`src/rtl/core/bmpq_pkg.sv`:
```
package bmpq_pkg;

    localparam int DEPTH = 16;
    localparam int IDX_W = $clog2(DEPTH);
    localparam int CNT_W = $clog2(DEPTH + 1);
    localparam int PRIO_W = 16;
    localparam int TAG_W = 16;
    localparam int LIMIT_W = 5;
    localparam int STAT_W = 2;
    localparam int FIFO_DEPTH = 2;

    localparam logic FUNC_INSERT = 1'b0;
    localparam logic FUNC_EXTRACT = 1'b1;

    localparam logic [STAT_W-1:0] STAT_DONE = 2'd0;
    localparam logic [STAT_W-1:0] STAT_FULL = 2'd1;
    localparam logic [STAT_W-1:0] STAT_EMPTY = 2'd2;

    localparam logic [LIMIT_W-1:0] LIMIT_RESET = 5'd16;
    localparam int ADDR_W = 1;
    localparam logic [ADDR_W-1:0] REG_QUEUE_LIMIT = 1'b0;

    // classified operation handed from front to back
    typedef struct packed {
        logic              extract;
        logic [PRIO_W-1:0] prio;
        logic [TAG_W-1:0]  tag;
    } op_t;

    typedef struct packed {
        logic [STAT_W-1:0] status;
        logic [PRIO_W-1:0] prio;
        logic [TAG_W-1:0]  tag;
        logic [CNT_W-1:0]  occupancy;
    } res_t;

endpackage

```
`src/rtl/core/bmpq_front.sv`:
```
module bmpq_front (
    input  logic          aclk,
    input  logic          aresetn,
    input  logic          in_valid,
    output logic          in_ready,
    input  bmpq_pkg::op_t in_op,
    output logic          op_valid,
    input  logic          op_ready,
    output bmpq_pkg::op_t op_out
);
    import bmpq_pkg::*;

    localparam int PTR_W = $clog2(FIFO_DEPTH);

    op_t                fifo_reg [FIFO_DEPTH];
    logic [PTR_W-1:0]   wr_ptr_reg, rd_ptr_reg;
    logic [PTR_W:0]     fill_reg;
    logic               push, pop;

    assign in_ready = (fill_reg != (PTR_W+1)'(FIFO_DEPTH));
    assign op_valid = (fill_reg != '0);
    assign push = in_valid && in_ready;
    assign pop = op_valid && op_ready;
    assign op_out = fifo_reg[rd_ptr_reg];

    // short queue between front and back
    always_ff @(posedge aclk) begin
        if (!aresetn) begin
            wr_ptr_reg <= '0;
            rd_ptr_reg <= '0;
            fill_reg <= '0;
        end else begin
            if (push) wr_ptr_reg <= wr_ptr_reg + 1'b1;
            if (pop) rd_ptr_reg <= rd_ptr_reg + 1'b1;
            fill_reg <= fill_reg + {{PTR_W{1'b0}}, push} - {{PTR_W{1'b0}}, pop};
        end
    end

    // classify: an extract drops its fields
    always_ff @(posedge aclk) begin
        if (push) begin
            fifo_reg[wr_ptr_reg].extract <= in_op.extract;
            fifo_reg[wr_ptr_reg].prio <= in_op.extract ? '0 : in_op.prio;
            fifo_reg[wr_ptr_reg].tag <= in_op.extract ? '0 : in_op.tag;
        end
    end

endmodule

```
`src/rtl/core/bmpq_back.sv`:
```
module bmpq_back (
    input  logic                          aclk,
    input  logic                          aresetn,
    input  logic [bmpq_pkg::LIMIT_W-1:0]  queue_limit,
    input  logic                          op_valid,
    output logic                          op_ready,
    input  bmpq_pkg::op_t                 op_in,
    output logic                          res_valid,
    input  logic                          res_ready,
    output bmpq_pkg::res_t                res_out,
    output logic [bmpq_pkg::CNT_W-1:0]    count
);
    import bmpq_pkg::*;

    localparam logic [1:0] ST_IDLE = 2'd0;
    localparam logic [1:0] ST_FIND = 2'd1;

    logic [PRIO_W-1:0]  prio_reg [DEPTH];
    logic [TAG_W-1:0]   tag_reg [DEPTH];
    logic [CNT_W-1:0]   count_reg;
    logic [1:0]         state_reg;
    logic [IDX_W-1:0]   best_reg;
    logic               res_valid_reg;
    logic               res_valid_next;
    res_t               res_reg;

    // min tree nodes, heap order, leaves at DEPTH and up
    logic [PRIO_W-1:0]  node_prio [2*DEPTH];
    logic [IDX_W-1:0]   node_idx [2*DEPTH];
    logic               node_ok [2*DEPTH];
    logic [IDX_W-1:0]   min_idx;
    logic [CNT_W-1:0]   lim_eff;
    logic               can_take;

    assign count = count_reg;
    assign res_valid = res_valid_reg;
    assign res_out = res_reg;
    assign can_take = !res_valid_reg || res_ready;
    assign op_ready = (state_reg == ST_IDLE) && can_take;
    assign lim_eff = (queue_limit > LIMIT_W'(DEPTH)) ? CNT_W'(DEPTH) : CNT_W'(queue_limit);

    // oldest minimum over valid slots, lower index wins ties
    always_comb begin
        node_prio[0] = '0;
        node_idx[0] = '0;
        node_ok[0] = 1'b0;
        for (int i = 0; i < DEPTH; i++) begin
            node_prio[DEPTH+i] = prio_reg[i];
            node_idx[DEPTH+i] = IDX_W'(i);
            node_ok[DEPTH+i] = (CNT_W'(i) < count_reg);
        end
        for (int n = DEPTH - 1; n >= 1; n--) begin
            if (node_ok[2*n+1] && node_prio[2*n+1] < node_prio[2*n]) begin
                node_prio[n] = node_prio[2*n+1];
                node_idx[n] = node_idx[2*n+1];
            end else begin
                node_prio[n] = node_prio[2*n];
                node_idx[n] = node_idx[2*n];
            end
            node_ok[n] = node_ok[2*n];
        end
        min_idx = node_idx[1];
    end

    // result valid: loaded by every op except an extract heading to the search, whose result the find state loads
    always_comb begin
        res_valid_next = res_valid_reg && !res_ready;
        if (state_reg == ST_FIND) begin
            res_valid_next = 1'b1;
        end else if (state_reg == ST_IDLE && op_valid && can_take
                     && !(op_in.extract && count_reg != '0)) begin
            res_valid_next = 1'b1;
        end
    end

    always_ff @(posedge aclk) begin
        if (!aresetn) begin
            state_reg <= ST_IDLE;
            count_reg <= '0;
            res_valid_reg <= 1'b0;
        end else begin
            res_valid_reg <= res_valid_next;
            unique case (state_reg)
                ST_IDLE: begin
                    if (op_valid && can_take) begin
                        if (op_in.extract && count_reg != '0) begin
                            best_reg <= min_idx;
                            state_reg <= ST_FIND;
                        end else if (op_in.extract) begin
                            res_reg <= '{STAT_EMPTY, '0, '0, count_reg};
                        end else if (count_reg >= lim_eff) begin
                            res_reg <= '{STAT_FULL, '0, '0, count_reg};
                        end else begin
                            prio_reg[count_reg[IDX_W-1:0]] <= op_in.prio;
                            tag_reg[count_reg[IDX_W-1:0]] <= op_in.tag;
                            count_reg <= count_reg + 1'b1;
                            res_reg <= '{STAT_DONE, '0, '0, count_reg + 1'b1};
                        end
                    end
                end
                ST_FIND: begin
                    // remove chosen slot, close the gap
                    res_reg <= '{STAT_DONE, prio_reg[best_reg], tag_reg[best_reg],
                                 count_reg - 1'b1};
                    for (int i = 0; i < DEPTH - 1; i++) begin
                        if (IDX_W'(i) >= best_reg) begin
                            prio_reg[i] <= prio_reg[i+1];
                            tag_reg[i] <= tag_reg[i+1];
                        end
                    end
                    count_reg <= count_reg - 1'b1;
                    state_reg <= ST_IDLE;
                end
                default: state_reg <= ST_IDLE;
            endcase
        end
    end

endmodule

```
`src/rtl/core/bounded_min_priority_queue_top.sv`:
```
// channel   | ports                                         | direction
// input     | s_valid s_ready s_func s_priority_req s_payload | in
// result    | m_valid m_ready m_status m_out_priority m_out_payload m_occupancy | out
// config    | psel penable pwrite paddr pwdata prdata pready  | apb
// insert and rejected ops finish in the back end's idle state; extract also passes through
// the find state (the sixteen-way minimum search in idle, the shift-down in find)
// a two-item queue lets the front accept while the back works
// aresetn is synchronous; reset empties the queue and sets the limit to 16
// a stalled result holds the back end; the front fills until its queue is full
module bounded_min_priority_queue_top (
    input  logic                            aclk,
    input  logic                            aresetn,
    input  logic                            s_valid,
    output logic                            s_ready,
    input  logic                            s_func,
    input  logic [bmpq_pkg::PRIO_W-1:0]     s_priority_req,
    input  logic [bmpq_pkg::TAG_W-1:0]      s_payload,
    output logic                            m_valid,
    input  logic                            m_ready,
    output logic [bmpq_pkg::STAT_W-1:0]     m_status,
    output logic [bmpq_pkg::PRIO_W-1:0]     m_out_priority,
    output logic [bmpq_pkg::TAG_W-1:0]      m_out_payload,
    output logic [bmpq_pkg::CNT_W-1:0]      m_occupancy,
    input  logic                            psel,
    input  logic                            penable,
    input  logic                            pwrite,
    input  logic [bmpq_pkg::ADDR_W+1:0]     paddr,
    input  logic [31:0]                     pwdata,
    output logic [31:0]                     prdata,
    output logic                            pready
);
    import bmpq_pkg::*;

    logic [LIMIT_W-1:0] limit_reg;
    op_t                in_op, mid_op;
    logic               mid_valid, mid_ready;
    res_t               res;
    logic [CNT_W-1:0]   count;

    // configuration register
    assign pready = 1'b1;
    always_ff @(posedge aclk) begin
        if (!aresetn) begin
            limit_reg <= LIMIT_RESET;
        end else if (psel && penable && pwrite
                     && paddr[ADDR_W+1:2] == REG_QUEUE_LIMIT) begin
            limit_reg <= pwdata[LIMIT_W-1:0];
        end
    end
    assign prdata = (paddr[ADDR_W+1:2] == REG_QUEUE_LIMIT)
                    ? {{(32-LIMIT_W){1'b0}}, limit_reg} : '0;

    assign in_op = '{s_func == FUNC_EXTRACT, s_priority_req, s_payload};

    bmpq_front u_front (
        .aclk(aclk), .aresetn(aresetn),
        .in_valid(s_valid), .in_ready(s_ready), .in_op(in_op),
        .op_valid(mid_valid), .op_ready(mid_ready), .op_out(mid_op)
    );

    bmpq_back u_back (
        .aclk(aclk), .aresetn(aresetn), .queue_limit(limit_reg),
        .op_valid(mid_valid), .op_ready(mid_ready), .op_in(mid_op),
        .res_valid(m_valid), .res_ready(m_ready), .res_out(res), .count(count)
    );

    assign m_status = res.status;
    assign m_out_priority = res.prio;
    assign m_out_payload = res.tag;
    assign m_occupancy = res.occupancy;

    // occupancy never exceeds depth
    a_count_bound: assert property (@(posedge aclk) disable iff (!aresetn)
        count <= CNT_W'(DEPTH)) else $error("count above depth");
    // a reported full insert leaves the count unchanged at or above limit
    a_full_ok: assert property (@(posedge aclk) disable iff (!aresetn)
        m_valid && m_status == STAT_FULL |-> m_occupancy == count)
        else $error("full status with wrong occupancy");
    // empty status only reports zero occupancy
    a_empty_ok: assert property (@(posedge aclk) disable iff (!aresetn)
        m_valid && m_status == STAT_EMPTY |-> m_occupancy == '0)
        else $error("empty status with entries held");

endmodule
```
`config.mk`:
```
export PLATFORM = sky130hd
export DESIGN_NAME = bounded_min_priority_queue_top
export DESIGN_NICKNAME = d
export VERILOG_FILES = /design/src/rtl/core/bmpq_pkg.sv /design/src/rtl/core/bmpq_front.sv /design/src/rtl/core/bmpq_back.sv /design/src/rtl/core/bounded_min_priority_queue_top.sv
export SDC_FILE = /design/constraint.sdc
export NUM_CORES = 2
export LEC_CHECK = 0
export BUFFER_PORTS_ARGS = -buffer_cell sky130_fd_sc_hd__buf_2
export CELL_PAD_IN_SITES_DETAIL_PLACEMENT = 0
export CELL_PAD_IN_SITES_GLOBAL_PLACEMENT = 1
export CORE_ASPECT_RATIO = 1.2
export CORE_UTILIZATION = 51
export DETAILED_ROUTE_END_ITERATION = 8
export PLACE_DENSITY_LB_ADDON = 0.1
export SYNTH_ARGS = -nofsm -noshare
export SYNTH_HDL_FRONTEND = slang
export SYNTH_SLANG_ARGS = --single-unit
```
`constraint.sdc`:
```
create_clock -name aclk -period 9.65 [get_ports aclk]
set_input_delay 1.4475 -clock aclk [delete_from_list [all_inputs] [get_ports aclk]]
set_output_delay 1.4475 -clock aclk [all_outputs]
set_load 0.03 [all_outputs]
```
==> summary.md <==
| Metric | Value |
|---|---|
| First-pass iteration count of the detailed router | 8 |
| DP Worst Slack | 301 ps |
| Final worst slack | 402 ps |
| Row Count | 109 |
| Max-slew violation count | 0 |
| Post-Route Setup TNS | 0 ps |
| Slew at the pin closest to its max-slew limit | 1220 ps |
| CP endpoint kind | register |
| Number of synthesized flops with an enable pin | 621 |
| I/O Buffers | 91 |
| Synth Area per Inst | 11.1 um^2 |
| CTS Hold Bufs | 0 |
| Shortest period the worst path allows | 9250 ps |
| Worst-path clk slew | 60 ps |
| Yosys reg bits | 638 |
| Switch share | 0.312 |
| Vias per inst | 6.10 |
| Cts bufs inserted | 70 |
| Most used DFF post-synth | edfxtp_1 |
| GRT Resource Usage Total | 0.310 |
| Antenna viol nets, final | 0 |
| Max H-tree Level | 3 |
| Global placement routability congestion | 0.916 |
| Post-Syn Instances | 3429 |
| DRT Wirelength | 116000 um |
| Setup Skew | 28.7 ps |
| R2R Path Start | u_back.prio_reg[7][1]$_DFFE_PP_ |
| Reg2Reg Capture Point | u_back.best_reg[2]$_DFFE_PP_ |
| WHS Path Cells | 2 |
| Comb power frac | 0.260 |
| Slowest CP cell | o21ai_2 |
| Synth Warn # | 0 |
| Buf/Inv on CP | 3 |
| Reg2Reg Setup Slack | 400 ps |
| Ys async rst share | 0 |
| WL per Instance | 25.5 um |
| Fill count | 6251 |
| Status | finished, final reports clean |
| Worst min path class | register to register |
| Antenna cells | 0 |
| CP startpoint kind | register |
| CTS tree | built |
| Power Internal | 5770 uW |
| Max Cap Viol | 0 |
| Largest stage delay on the critical path | 810 ps |
| Period utilization | 0.958 |
| First-pass GRT wire length | 173000 um |
| Power per cell area | 199 nW/um^2 |
| Clock latency on the worst-skew pair | 630 ps |
| Ranking of synthesized cells by area | edfxtp_1, mux4_2, ha_1 |
| Max VDD drop | 0.200 mV |
| LEAKAGE | 0.0170 uW |
| Clock share of power | 0.316 |
| Worst Path Arrival | 9600 ps |
| Area Overhead vs Synth | 10.7% |
| Max frequency | 108 MHz |
| Largest net degree at the start of global routing | 110 |
| Seq pwr share | 0.424 |
| Critical path data required time | 10000 ps |
| Clock Path Buffers | 3 |
| # DRC | 0 |
| Clock Sinks | 638 |
| Synth top cells by count | edfxtp_1, a21oi_1, nor2_1, ha_1, inv_1 |
| Placed cell area | 39900 um^2 |
| Die height | 302 um |
| RSZ-0062 raised after global routing | no |
| Worst Hold Path EP | u_back.res_valid$_SDFF_PN0_ |
| Leading area contributor after synthesis | edfxtp_1 |
| Core area | 73800 um^2 |
| Clock Root Buffer | clkbuf_16 |
| Final HPWL DP | 79300 um |
| Die X | 252 um |
| Most common cell in the netlist | edfxtp_1 |
| GR Overflow Total | 0 |
| Final Setup Violations | 0 |
| Worst R2R Path Depth | 31 |
| Share of the synthesized area in the top cell type | 0.489 |
| Starting density of the core | 0.517 |
| Share of layout cells above drive strength 1 | 0.155 |
| Top delay family on crit path | compound AO/OA/AOI/OAI gates |
| Hold Vio Cnt, Final | 0 |
| Post-Synthesis Cell Area | 38200 um^2 |
| Die area | 75900 um^2 |
| Sw power | 2610 uW |
| Drt initial violations | 2473 |
| Max-slew headroom | 0.186 |
| Sequential share of the synthesized area | 0.498 |
| Nets | 3791 |
| Worst setup path class | register to register |
| Post-synthesis cell type count | 72 |
| Min-delay src | u_back.res_valid$_SDFF_PN0_ |
| Vias | 27642 |
| Vias in the first global route | 27443 |
| Initial antenna violation count | 1 |
| Peak fanout along the critical path | 18 |
| I/O Pins | 149 |
| Final design area excluding fillers | 42200 um^2 |
-- layer usage --
layer	GRT usage	wire [um]
met5	0	0
met4	0.129	4730
met3	0.0312	5570
met2	0.570	61200
met1	0.367	44200
-- power groups by stage --
| stage | clock network (uW) | logic, uW | registers [uW] |
|---|---|---|---|
| floorplan | 0 | 1360 | 3660 |
| global placement | 0 | 2100 | 3600 |
| detailed placement | 0 | 2170 | 3610 |
| CTS | 2690 | 2180 | 3550 |
| global route | 2780 | 2370 | 3570 |
| finish | 2650 | 2180 | 3550 |
-- cells by family after synthesis --
logic type      share of synthesized area
fa+ha+maj                          0.0769
buf+inv                            0.0495
simple gates                        0.103
compound gates                      0.121
other cells                      0.000197
flops                               0.498
mux                                 0.149
xor+xnor                          0.00275
-- timing repair --
| item | 4_1_cts | 5_1_grt |
|---|---|---|
| buffers inserted | 0 | 11 |
| gates resized for setup | 0 | 1 |
| setup endpoints to repair | 0 | 3 |
-- per-stage QoR --
step / total power [uW] / std cells / utilization / hold WS [ps]
finish: 8380 / 4533 / 0.572 / 512
global route: 8720 / 4533 / 0.572 / 561
CTS: 8420 / 4522 / 0.571 / 520
detailed placement: 5780 / 4399 / 0.541 / 510
global placement: 5700 / 4399 / 0.541 / 494
floorplan: 5020 / 3455 / - / 492
-- tightest hold or removal path, delay by kind of cell, from the launching register on --
kind,cells,cell delay (ps)
DFF,1,310
AOI/OAI and AO/OA,1,80
and+or+nand+nor,1,70
-- worst max path at each step --
stage	end	depth (start not counted)	slack, ps	start
finish	u_back.best_reg[2]$_DFFE_PP_	31	400	u_back.prio_reg[7][1]$_DFFE_PP_
global route	u_back.best_reg[2]$_DFFE_PP_	32	30	u_back.prio_reg[7][1]$_DFFE_PP_
CTS	u_back.best_reg[2]$_DFFE_PP_	36	280	u_back.prio_reg[1][4]$_DFFE_PP_
detailed placement	u_back.best_reg[2]$_DFFE_PP_	36	300	u_back.prio_reg[1][5]$_DFFE_PP_
global placement	u_back.best_reg[2]$_DFFE_PP_	32	530	u_back.prio_reg[7][1]$_DFFE_PP_
floorplan	u_back.best_reg[2]$_DFFE_PP_	39	920	u_back.prio_reg[1][5]$_DFFE_PP_
-- area by class of cell --
class | count | area [um^2] | share of cell area
well taps | 999 | 1250 | 0.0296
inverters | 215 | 807 | 0.0191
clock buffers | 91 | 1910 | 0.0453
clock inverters | 32 | 314 | 0.00744
repair buffers | 207 | 1380 | 0.0326
flip-flops and latches | 638 | 19000 | 0.450
multi-input cells | 2351 | 17600 | 0.416
-- placed cells by master, fill, tap and decap left out, drive strengths merged, types with 7 or more instances in the layout --
master | netlist | layout
and3 | 13 | 13
nor2b | 52 | 52
buf | 94 | 207
a2111oi | 7 | 7
conb | 2 | 28
o21ai | 87 | 87
o211ai | 10 | 10
nor3b | 7 | 7
nand3 | 26 | 26
nor3 | 16 | 16
ha | 233 | 233
o221ai | 10 | 10
o21a | 10 | 10
a21o | 53 | 53
inv | 215 | 217
xnor2 | 10 | 10
edfxtp | 621 | 621
clkbuf | 157 | 91
mux2i | 166 | 166
dfxtp | 17 | 17
and2 | 45 | 45
mux4 | 160 | 160
nand2b | 13 | 13
a211oi | 17 | 17
clkinv | 0 | 25
nor2 | 539 | 539
a21oi | 567 | 567
nand4 | 30 | 30
nand2 | 142 | 142
o21bai | 7 | 7
mux2 | 36 | 36
(Power assumes the default switching activity.)
